===== config.mk =====
export PLATFORM = sky130hd
export DESIGN_NAME = modbus_rtu_frame_receiver_flat
export DESIGN_NICKNAME = d
export VERILOG_FILES = /design/src/rtl/core/mbrx_pkg.sv /design/src/rtl/core/mbrx_ifs.sv /design/src/rtl/core/mbrx_track.sv /design/src/rtl/core/modbus_rtu_frame_receiver.sv /design/src/flat_wrapper.sv
export SDC_FILE = /design/constraint.sdc
export NUM_CORES = 1
export LEC_CHECK = 0
export BUFFER_PORTS_ARGS = -buffer_cell sky130_fd_sc_hd__buf_2
export CORE_MARGIN = 10
export CORE_UTILIZATION = 35
export CTS_CLUSTER_DIAMETER = 40
export DETAILED_ROUTE_END_ITERATION = 8
export GPL_ROUTABILITY_DRIVEN = 0
export GPL_TIMING_DRIVEN = 0
export PLACE_DENSITY = 0.64
export REMOVE_ABC_BUFFERS = 1
export SYNTH_ARGS = -nofsm -noshare
export SYNTH_HDL_FRONTEND = slang
export SYNTH_SLANG_ARGS = --single-unit

===== constraint.sdc =====
create_clock -name clk -period 12.48 [get_ports clk]
set_input_delay 1.872 -clock clk [delete_from_list [all_inputs] [get_ports clk]]
set_output_delay 1.872 -clock clk [all_outputs]
set_load 0.02 [all_outputs]

===== src/rtl/core/mbrx_pkg.sv =====
// Shared types, constants and CRC helper for the Modbus RTU frame receiver.
// Has no dependencies; every other file of the block depends on it.
package mbrx_pkg;

  localparam int BYTE_W = 8;
  localparam int IDX_W = 9;
  localparam int LEN_W = 9;
  localparam int CRC_W = 16;
  localparam int LONG_W = 7;
  localparam int CFG_INDEX_W = 4;
  localparam int CFG_DATA_W = 8;

  localparam logic [CFG_INDEX_W-1:0] REG_DEVICE_ADDRESS = 4'd0;
  localparam logic [CFG_INDEX_W-1:0] REG_LONG_PORTION = 4'd1;

  localparam logic [BYTE_W-1:0] DEVICE_ADDRESS_RESET = 8'h01;
  localparam logic [LONG_W-1:0] LONG_PORTION_RESET = 7'd0;

  localparam logic [CRC_W-1:0] CRC_POLY = 16'hA001;
  localparam logic [CRC_W-1:0] CRC_INIT = 16'hFFFF;
  localparam logic [BYTE_W-1:0] LONG_MARKER = 8'hF0;
  localparam logic [LEN_W-1:0] FRAME_OVERHEAD = 9'd5;
  localparam logic [LEN_W-1:0] FIXED_LENGTH = 9'd8;

  localparam logic [BYTE_W-1:0] FN_READ_COILS = 8'h01;
  localparam logic [BYTE_W-1:0] FN_READ_HOLDING = 8'h03;
  localparam logic [BYTE_W-1:0] FN_READ_INPUT = 8'h04;
  localparam logic [BYTE_W-1:0] FN_WRITE_COIL = 8'h05;
  localparam logic [BYTE_W-1:0] FN_WRITE_REG = 8'h06;
  localparam logic [BYTE_W-1:0] FN_WRITE_MULTI = 8'h10;
  localparam logic [BYTE_W-1:0] FN_USER_READ = 8'h70;
  localparam logic [BYTE_W-1:0] FN_USER_WRITE = 8'h71;

  typedef struct packed {
    logic [IDX_W-1:0]  byte_index;
    logic [LEN_W-1:0]  expected_length;
    logic [BYTE_W-1:0] current_function;
    logic [CRC_W-1:0]  running_crc;
    logic [BYTE_W-1:0] crc_low_byte;
  } track_state_t;

  typedef struct packed {
    logic              accepted;
    logic [IDX_W-1:0]  position;
    logic [BYTE_W-1:0] data_byte;
    logic              frame_end;
    logic              frame_good;
    logic [BYTE_W-1:0] function_code;
    logic [LEN_W-1:0]  frame_length;
  } result_t;

  typedef struct packed {
    logic [BYTE_W-1:0] device_address;
    logic [LONG_W-1:0] long_portion;
  } cfg_regs_t;

  function automatic logic [CRC_W-1:0] crc_step(input logic [CRC_W-1:0] crc_in,
                                                input logic [BYTE_W-1:0] b);
    logic [CRC_W-1:0] c;
    c = crc_in ^ {{(CRC_W-BYTE_W){1'b0}}, b};
    for (int k = 0; k < BYTE_W; k++) begin
      if (c[0]) begin
        c = (c >> 1) ^ CRC_POLY;
      end else begin
        c = c >> 1;
      end
    end
    return c;
  endfunction

endpackage


===== src/rtl/core/mbrx_ifs.sv =====
// Valid/ready channel interfaces for the Modbus RTU frame receiver.
// Depends on mbrx_pkg for field widths.
interface mbrx_byte_if;
  logic                      valid;
  logic                      ready;
  logic [mbrx_pkg::BYTE_W-1:0] rx_byte;
  modport source (output valid, output rx_byte, input ready);
  modport sink (input valid, input rx_byte, output ready);
endinterface

interface mbrx_result_if;
  logic                        valid;
  logic                        ready;
  logic                        accepted;
  logic [mbrx_pkg::IDX_W-1:0]  position;
  logic [mbrx_pkg::BYTE_W-1:0] data_byte;
  logic                        frame_end;
  logic                        frame_good;
  logic [mbrx_pkg::BYTE_W-1:0] function_code;
  logic [mbrx_pkg::LEN_W-1:0]  frame_length;
  modport source (output valid, output accepted, output position, output data_byte,
                  output frame_end, output frame_good, output function_code,
                  output frame_length, input ready);
  modport sink (input valid, input accepted, input position, input data_byte,
                input frame_end, input frame_good, input function_code,
                input frame_length, output ready);
endinterface

interface mbrx_cfg_if;
  logic                             valid;
  logic                             ready;
  logic [mbrx_pkg::CFG_INDEX_W-1:0] index;
  logic [mbrx_pkg::CFG_DATA_W-1:0]  data;
  modport source (output valid, output index, output data, input ready);
  modport sink (input valid, input index, input data, output ready);
endinterface


===== src/rtl/core/mbrx_track.sv =====
// Frame tracking logic: next tracker state and the result for one byte.
// Purely combinational; depends on mbrx_pkg.
module mbrx_track (
  input  mbrx_pkg::cfg_regs_t    cfg_regs,
  input  mbrx_pkg::track_state_t cur,
  input  logic [mbrx_pkg::BYTE_W-1:0] ch,
  output mbrx_pkg::track_state_t nxt,
  output mbrx_pkg::result_t      res
);
  import mbrx_pkg::*;

  logic             restart;
  logic             fn_ok;
  logic             read_type;
  logic [LEN_W-1:0] len;
  logic [LEN_W:0]   idx_plus1;
  logic [LEN_W:0]   idx_plus2;

  always_comb begin
    case (ch) inside
      FN_READ_COILS, FN_READ_HOLDING, FN_READ_INPUT, FN_WRITE_COIL,
      FN_WRITE_REG, FN_WRITE_MULTI, FN_USER_READ, FN_USER_WRITE: fn_ok = 1'b1;
      default: fn_ok = 1'b0;
    endcase
    case (cur.current_function) inside
      FN_READ_COILS, FN_READ_HOLDING, FN_READ_INPUT, FN_USER_READ: read_type = 1'b1;
      default: read_type = 1'b0;
    endcase
  end

  always_comb begin
    restart = (ch == cfg_regs.device_address) &&
              ((cur.byte_index == '0) || (cur.byte_index >= cur.expected_length));
    if (cur.byte_index == IDX_W'(2)) begin
      if (ch == LONG_MARKER) begin
        len = {1'b0, cfg_regs.long_portion, 1'b0} + FRAME_OVERHEAD;
      end else if (read_type) begin
        len = {1'b0, ch} + FRAME_OVERHEAD;
      end else begin
        len = FIXED_LENGTH;
      end
    end else begin
      len = cur.expected_length;
    end
    idx_plus1 = {1'b0, cur.byte_index} + (LEN_W+1)'(1);
    idx_plus2 = {1'b0, cur.byte_index} + (LEN_W+1)'(2);

    nxt = cur;
    res = '0;
    res.data_byte = ch;
    if (restart) begin
      res.accepted = 1'b1;
      nxt.byte_index = IDX_W'(1);
      nxt.running_crc = crc_step(CRC_INIT, ch);
    end else if (cur.byte_index == IDX_W'(1)) begin
      if (fn_ok) begin
        res.accepted = 1'b1;
        res.position = IDX_W'(1);
        nxt.current_function = ch;
        nxt.running_crc = crc_step(cur.running_crc, ch);
        nxt.byte_index = IDX_W'(2);
      end else begin
        nxt.byte_index = '0;
      end
    end else if (cur.byte_index >= IDX_W'(2)) begin
      nxt.expected_length = len;
      res.accepted = 1'b1;
      res.position = cur.byte_index;
      res.frame_length = len;
      if (idx_plus2 == {1'b0, len}) begin
        nxt.crc_low_byte = ch;
        nxt.byte_index = idx_plus1[IDX_W-1:0];
      end else if (idx_plus1 == {1'b0, len}) begin
        res.frame_end = 1'b1;
        res.frame_good = (cur.running_crc == {ch, cur.crc_low_byte});
        nxt.byte_index = '0;
        nxt.running_crc = '0;
      end else begin
        nxt.running_crc = crc_step(cur.running_crc, ch);
        nxt.byte_index = idx_plus1[IDX_W-1:0];
      end
    end
    res.function_code = res.accepted ? nxt.current_function : '0;
  end

endmodule


===== src/rtl/core/modbus_rtu_frame_receiver.sv =====
// Top level of the Modbus RTU frame receiver: input register, frame tracker,
// result register and configuration registers. Depends on mbrx_pkg,
// the channel interfaces and mbrx_track.
//
// Usage:
//   rx carries one received byte per transfer. res returns exactly one result
//   per byte: whether it belongs to the current frame, its position, the byte
//   itself, the end-of-frame and CRC-good flags, the function code and the
//   expected frame length. cfg writes device_address (index 0) and
//   long_portion (index 1); it is always ready, other indexes are ignored.
//   Write configuration only while no byte is in flight.
//   A taken byte is held in the input register, is processed by the tracker,
//   and its result is captured in the result register and offered from there.
//   Throughput: one byte per cycle while res does not stall; the eight-bit CRC
//   step is unrolled in the logic between the input and result registers.
//   When res stalls, the result register holds, the input register keeps
//   one more byte, and rx.ready then drops until the result is taken.
//   Reset clears the tracker to idle, empties both registers and restores
//   device_address to 1 and long_portion to 0.
module modbus_rtu_frame_receiver (
  input  logic          clk,
  input  logic          rst,
  mbrx_cfg_if.sink      cfg,
  mbrx_byte_if.sink     rx,
  mbrx_result_if.source res
);
  import mbrx_pkg::*;

  cfg_regs_t         cfg_regs;
  track_state_t      state;
  track_state_t      state_next;
  result_t           result;
  result_t           result_next;
  logic              in_valid;
  logic [BYTE_W-1:0] in_byte;
  logic              out_valid;
  logic              advance;
  logic              fire;

  assign cfg.ready = 1'b1;
  assign advance = !out_valid || res.ready;
  assign fire = in_valid && advance;
  assign rx.ready = !in_valid || advance;

  always_ff @(posedge clk) begin
    if (rst) begin
      cfg_regs.device_address <= DEVICE_ADDRESS_RESET;
      cfg_regs.long_portion <= LONG_PORTION_RESET;
    end else if (cfg.valid) begin
      unique case (cfg.index)
        REG_DEVICE_ADDRESS: cfg_regs.device_address <= cfg.data;
        REG_LONG_PORTION: cfg_regs.long_portion <= cfg.data[LONG_W-1:0];
        default: ;
      endcase
    end
  end

  always_ff @(posedge clk) begin
    if (rst) begin
      in_valid <= 1'b0;
    end else if (rx.ready) begin
      in_valid <= rx.valid;
    end
    if (rx.ready && rx.valid) begin
      in_byte <= rx.rx_byte;
    end
  end

  mbrx_track u_track (
    .cfg_regs (cfg_regs),
    .cur      (state),
    .ch       (in_byte),
    .nxt      (state_next),
    .res      (result_next)
  );

  always_ff @(posedge clk) begin
    if (rst) begin
      state <= '0;
    end else if (fire) begin
      state <= state_next;
    end
  end

  always_ff @(posedge clk) begin
    if (rst) begin
      out_valid <= 1'b0;
    end else if (advance) begin
      out_valid <= in_valid;
    end
    if (fire) begin
      result <= result_next;
    end
  end

  assign res.valid = out_valid;
  assign res.accepted = result.accepted;
  assign res.position = result.position;
  assign res.data_byte = result.data_byte;
  assign res.frame_end = result.frame_end;
  assign res.frame_good = result.frame_good;
  assign res.function_code = result.function_code;
  assign res.frame_length = result.frame_length;

endmodule


===== src/flat_wrapper.sv =====
// flat-port wrapper written by rule: the top's interface ports become plain ports
module modbus_rtu_frame_receiver_flat import mbrx_pkg::*;
  (clk, rst, cfg_valid, cfg_index, cfg_data, cfg_ready, rx_valid, rx_rx_byte, rx_ready, res_valid, res_accepted, res_position, res_data_byte, res_frame_end, res_frame_good, res_function_code, res_frame_length, res_ready);
  mbrx_cfg_if cfg_i ();
  mbrx_byte_if rx_i ();
  mbrx_result_if res_i ();
  input  logic clk;
  input  logic rst;
  input wire logic [$bits(cfg_i.valid)-1:0] cfg_valid;
  input wire logic [$bits(cfg_i.index)-1:0] cfg_index;
  input wire logic [$bits(cfg_i.data)-1:0] cfg_data;
  output wire logic [$bits(cfg_i.ready)-1:0] cfg_ready;
  input wire logic [$bits(rx_i.valid)-1:0] rx_valid;
  input wire logic [$bits(rx_i.rx_byte)-1:0] rx_rx_byte;
  output wire logic [$bits(rx_i.ready)-1:0] rx_ready;
  output wire logic [$bits(res_i.valid)-1:0] res_valid;
  output wire logic [$bits(res_i.accepted)-1:0] res_accepted;
  output wire logic [$bits(res_i.position)-1:0] res_position;
  output wire logic [$bits(res_i.data_byte)-1:0] res_data_byte;
  output wire logic [$bits(res_i.frame_end)-1:0] res_frame_end;
  output wire logic [$bits(res_i.frame_good)-1:0] res_frame_good;
  output wire logic [$bits(res_i.function_code)-1:0] res_function_code;
  output wire logic [$bits(res_i.frame_length)-1:0] res_frame_length;
  input wire logic [$bits(res_i.ready)-1:0] res_ready;
  assign cfg_i.valid = cfg_valid;
  assign cfg_i.index = cfg_index;
  assign cfg_i.data = cfg_data;
  assign cfg_ready = cfg_i.ready;
  assign rx_i.valid = rx_valid;
  assign rx_i.rx_byte = rx_rx_byte;
  assign rx_ready = rx_i.ready;
  assign res_valid = res_i.valid;
  assign res_accepted = res_i.accepted;
  assign res_position = res_i.position;
  assign res_data_byte = res_i.data_byte;
  assign res_frame_end = res_i.frame_end;
  assign res_frame_good = res_i.frame_good;
  assign res_function_code = res_i.function_code;
  assign res_frame_length = res_i.frame_length;
  assign res_i.ready = res_ready;
  modbus_rtu_frame_receiver u_core (.clk(clk), .rst(rst), .cfg(cfg_i), .rx(rx_i), .res(res_i));
endmodule

Yosys cells after proc, flatten, opt, wreduce, memory -nomap -nowiden. Index checks and enable logic that the tools add are counted.

$add $sub $neg: 4. Multiply operators: 0. Div/mod/pow operators: 0. Magnitude comparators: 2. Equal/unequal tests: 22. Shifts and indexed selects: 0. Multiplexer cells: 111. Bitwise operators: 29. Reductions and logical operators: 22.

Operators by type and width (number): $mux W16 (90); $not A2 Y3 (23); $mux W9 (7); $mux W24 (2); $eq A8 B3 Y1 const B (4); $mux W10 (3); $eq A8 B7 Y1 const B (3); $mux W8 (3); $eq A10 B9 Y1 (2); $add A8 B3 Y9 const B (2); $mux W18 (1); $eq A16 B16 Y1 (1); $eq A8 B1 Y1 const B (2); $eq A8 B2 Y1 const B (2); $not A8 Y16 (1); $xor A16 B8 Y16 (1); $add A9 B1 Y10 const B (1); $add A9 B2 Y10 const B (1); $eq A9 B1 Y1 const B (1); $eq A9 B2 Y1 const B (1); $ge A9 B2 Y1 const B (1); $ge A9 B9 Y1 (1); $logic_not A9 Y1 (1); $eq A8 B5 Y1 const B (1); other kinds (19) (35).

Bits in registers: 112. Latch bits: 0. Memory bits (writable): 0. Memory bits (read-only): 0. Word-level logic and storage cells: 207. Memories: 0.

Depth between registers and ports, before layout.
Word-level depth: 61. Depth in mapped cells: 15. Mapped depth without buffers: 11.

By module. A second synthesis with hierarchy kept.

Cells, all modules: 837. Area, all modules: 7518.5 µm².

Modules (own cells, without submodules): modbus_rtu_frame_receiver (times used 1, cells each 349, area each 3988.8 µm², seq. area each 2692.6 µm²); mbrx_track (times used 1, cells each 488, area each 3529.6 µm², seq. area each 0.0 µm²).

Worst setup path after synthesis. OpenSTA, ideal clock, no wires.

Kind: register -> register. Start point: register u_core.in_byte[2]. End point: register u_core.state[17] (netlist bit). Library setup time: 142 ps. Arrival time: 4044 ps. Path slack: 8294 ps. Stages on the path, launching flop included: 16. Cell sequence: edfxtp_1 > clkbuf_1 > inv_1 > ha_1 > and4_1 > clkbuf_1 > nor3_4 > o2111ai_1 > and3_1 > or4b_1 > or4_4 > or3b_1 > buf_2 > clkbuf_1 > a21oi_1 > a211oi_2.

Longest elaborated chain between the ends: 50. Elaborated cells between the ends (all ways): 120.

Ends and longest elaborated chain: start, declared (RTL line modbus_rtu_frame_receiver.sv:35) `logic [BYTE_W-1:0] in_byte;`; start signal, assigned (RTL line modbus_rtu_frame_receiver.sv:65) `in_byte <= rx.rx_byte;`; $xor A16 B8 Y16 (RTL line mbrx_pkg.sv:60) `c = crc_in ^ {{(CRC_W-BYTE_W){1'b0}}, b};`; $mux W16 (RTL line mbrx_pkg.sv:62) `if (c[0]) begin`; $mux W16 (RTL line mbrx_track.sv:73) `end else if (idx_plus1 == {1'b0, len}) begin`; $mux W16 (RTL line mbrx_track.sv:70) `if (idx_plus2 == {1'b0, len}) begin`; $mux W16 (RTL line mbrx_track.sv:65) `end else if (cur.byte_index >= IDX_W'(2)) begin`; $mux W16 (RTL line mbrx_track.sv:55) `end else if (cur.byte_index == IDX_W'(1)) begin`; $mux W16 (RTL line mbrx_track.sv:51) `if (restart) begin`; $not A2 Y3 (no source line); [34 not listed]; $mux W16 (RTL line mbrx_track.sv:55); $mux W16 (RTL line mbrx_track.sv:51); $mux W16 (RTL line mbrx_pkg.sv:62); $mux W16 (RTL line mbrx_track.sv:73); $mux W16 (RTL line mbrx_track.sv:70); $mux W24 (RTL line mbrx_track.sv:65); $mux W16 (RTL line mbrx_track.sv:55); $mux W16 (RTL line mbrx_track.sv:51); end signal, assigned (RTL line modbus_rtu_frame_receiver.sv:81) `state <= state_next;`; end, declared (RTL line modbus_rtu_frame_receiver.sv:30) `track_state_t state;`.

Parallel ways exist; a longest one is shown, timed or not. The select of a mux whose other input is x is not followed. A chain may end at the register's enable or synchronous reset.

Worst setup path in the final report.
Start point: register u_core.state[41] (netlist bit). End point: register u_core.state[19] (netlist bit).

Longest elaborated chain between the ends: 8. Elaborated cells between the ends (all ways): 21.

Ends and longest elaborated chain: parallel branches: the longest is 8 deep, another holds $add A9 B1 Y10.

Several ways; the timed one is not identified. The select of a mux whose other input is x is not followed.

==> out/metrics.yaml <==
global_routing:
  antenna_found_initial: 0
  grt_max_degree: 68
  grt_first_pass_wirelength_um: 29600
  grt.overflow.total: 0
  grtUsageTotal: 0.142
  grt_pass1_vias: 5560
finish:
  multiInputGateArea_um2: 3880
  area_growth_pct: 11.4
  final_common_cell: "dfxtp_1"
  layout.cells.most_common_list: "dfxtp_1, nor2_1, buf_2"
  utilization: 0.394
  fillers: 1958
  antenna_cells: 0
  regArea_um2: 2690
  nets: 823
  drive_above_1_share: 0.142
placed_design:
  port_buffers: 63
  hpwl_um: 13600
floorplan:
  dieArea_um2: 25600
  num_io_pins: 65
  start_util: 0.354
  die_w_um: 160
  fp.dieH_um: 160
  fp.coreArea_um2: 19300
  num_rows: 51
synthesis:
  yosys.area_share.adder: 0.0603
  synth-edff-count: 45
  ys.flop_type: "dfxtp_1"
  avgSynthCellArea_um2: 9.39
  ys_ff_latch: 112
  yosys.cell_types.count: 71
  ys_seq_area_frac: 0.393
  muxShareOfSynthArea: 0.0468
  netlist_area_um2: 6850
  yosys_warnings: 0
  synth-compound-area-share: 0.185
  synth_top_family_by_area: "compound AO/OA/AOI/OAI gates"
  postSynthCellCount: 729
  yosys.area_share.simple: 0.174
  synth_xor_area_frac: 0.0994
  async_reset_ff_frac: 0
min_path:
  hold_end: "u_core.state[0]"
  hp-start: "u_core.state[0]"
  hold_path_depth: 2
  holdCritPathClass: "flip-flop to flip-flop"
setup_path:
  critPathCaptureType: "flip-flop"
  arrival_ns: 5.74
  r2r_slack_ns: 7.02
  r2r-start: "u_core.state[41]"
  crit_type: "flip-flop to flip-flop"
  worst_setup_path_start_kind: "flip-flop"
  r2r_cells: 10
  cp_max_fo: 10
  crit_required_ns: 12.76
  r2r_end: "u_core.state[19]"
cts:
  insertion_delay_ns: 0.37
  postCtsSetupBuffers: 0
  cts_max_level: 3
  cts_root_buffer: "clkbuf_16"
  cts.sinks: 112
  clkTransAtPathRegs_ns: 0.08
  cts_buffers: 9
  clk_path_buf_depth: 2
  tritoncts: "yes"
  hold_buffers: 0
  ctsResizeCount: 0
sta:
  final-hold-violation-count: 0
  tns_ns: 0
  post-route-period-util: 0.437
  slew_headroom: 0.0816
  rsz0062_at_grt: "false"
  tightest_slew_ns: 1.37
  fin_skew_ns: 0.00836
  setup_viol: 0
  maxSlewViolCount: 0
  max_freq_ghz: 0.183
  holdWs_ns: 0.487
  fin_crit_ns: 5.46
routing:
  routed_wl_um: 18500
  drt-pass1-iter-count: 5
  vias: 5656
  vias_per_cell: 5.46
  ant_nets: 0
  wl_per_cell_um: 17.9
  drcViolationCount: 0
  drt_iter0_drc: 536
pwr:
  p_leak_nw: 2.76
  power.density_nw_per_um2: 99.3
  ir_worst_vdd_mv: 0.0678
job:
  drv_cap: 0
status:
  status: "completed"
[cell usage after synthesis (5+ instances only)]
cell / n / share of area
inv_1: 26 / 0.014
a21o_1: 5 / 0.0055
mux2i_1: 32 / 0.047
and2_1: 9 / 0.0082
a22oi_1: 7 / 0.0077
or3_1: 7 / 0.0064
edfxtp_1: 45 / 0.20
nand4_1: 5 / 0.0046
o211ai_1: 5 / 0.0055
nor4_1: 12 / 0.011
xor2_1: 41 / 0.052
nand3_1: 30 / 0.022
o21a_1: 6 / 0.0066
xnor2_1: 34 / 0.043
a211oi_1: 21 / 0.023
a211oi_2: 10 / 0.018
ha_1: 33 / 0.060
and3_1: 11 / 0.010
nor3_1: 13 / 0.0095
o2111ai_1: 8 / 0.010
o21ai_0: 28 / 0.020
dfxtp_1: 67 / 0.20
nor2_1: 66 / 0.036
a31oi_1: 6 / 0.0055
nand2b_1: 7 / 0.0064
a21oi_1: 49 / 0.036
nor2b_1: 6 / 0.0055
nand2_1: 38 / 0.021
clkbuf_1: 28 / 0.015
[layer usage]
metal	track usage	routed length, um
met5	0	0
met4	0.0563	433
met3	0.0404	1610
met2	0.216	8030
met1	0.186	8450
[logic make-up after synthesis]
family / count (synthesis)
AOI/OAI and AO/OA: 180
and+or+nand+nor: 230
xor gates and xnor gates: 76
buffers and inverters: 65
other: 1
muxes: 32
DFF: 112
adders and majority gates: 33
[flip-flops by register name (all words and copies together), names as in the netlist]
register / cells
u_core.state: 50
u_core.res.frame_length: 9
u_core.res.data_byte: 8
u_core.res.frame_good: 1
u_core.in_valid: 1
u_core.in_byte: 8
u_core.res.frame_end: 1
u_core.cfg_regs: 15
u_core.res.position: 9
u_core.res.function_code: 8
u_core.res.accepted: 1
u_core.res.valid: 1
[worst max-delay path: stages, from the launching register on]
cell and delay (ns):
dfxtp_1 0.43, inv_1 0.27, ha_1 0.23, nor4b_1 0.82
nand3_1 0.32, o31ai_1 0.92, xor3_1 0.57, and2_1 0.24
a211oi_1 0.99, a22oi_1 0.27, a211oi_2 0.31
[area by class of cell]
| type | instances | area share |
|---|---|---|
| repair buffers | 64 | 0.0427 |
| well taps | 265 | 0.0435 |
| inverters | 26 | 0.0128 |
| clock buffers | 10 | 0.0313 |
| clock inverters | 6 | 0.00722 |
| flip-flops and latches | 112 | 0.353 |
| multi-input cells | 552 | 0.509 |
[worst max-delay path by stage]
stage                                 from               end  slack (ns)  depth (start not counted)
final                     u_core.state[41]  u_core.state[19]        7.02                         10
after global routing      u_core.state[41]  u_core.state[19]        6.74                         10
after global placement    u_core.state[41]  u_core.state[14]        7.07                         10
after detailed placement  u_core.state[41]  u_core.state[17]        7.18                         10
after floorplan           u_core.state[41]  u_core.state[14]        8.38                         11
after CTS                 u_core.state[41]  u_core.state[19]        7.09                         10
[through the flow]
step | setup slack, ns | power [W] | instances | area (um^2)
finish | 7.02 | 0.000757 | 1035 | 7630
global route | 6.74 | 0.000785 | 1035 | 7630
CTS | 7.09 | 0.000765 | 1035 | 7620
detailed placement | 7.18 | 0.000474 | 1019 | 7330
global placement | 7.07 | 0.000473 | 1018 | 7310
floorplan | 8.38 | 0.000447 | 690 | 6660
[where the power goes]
group	leakage, nW	internal (W)	total [W]	switching (W)
logic	1.64	0.0000253	0.0000670	0.0000417
clock network	0.148	0.000146	0.000292	0.000146
registers	0.973	0.000388	0.000398	0.0000105
(Power assumes the default switching activity.)
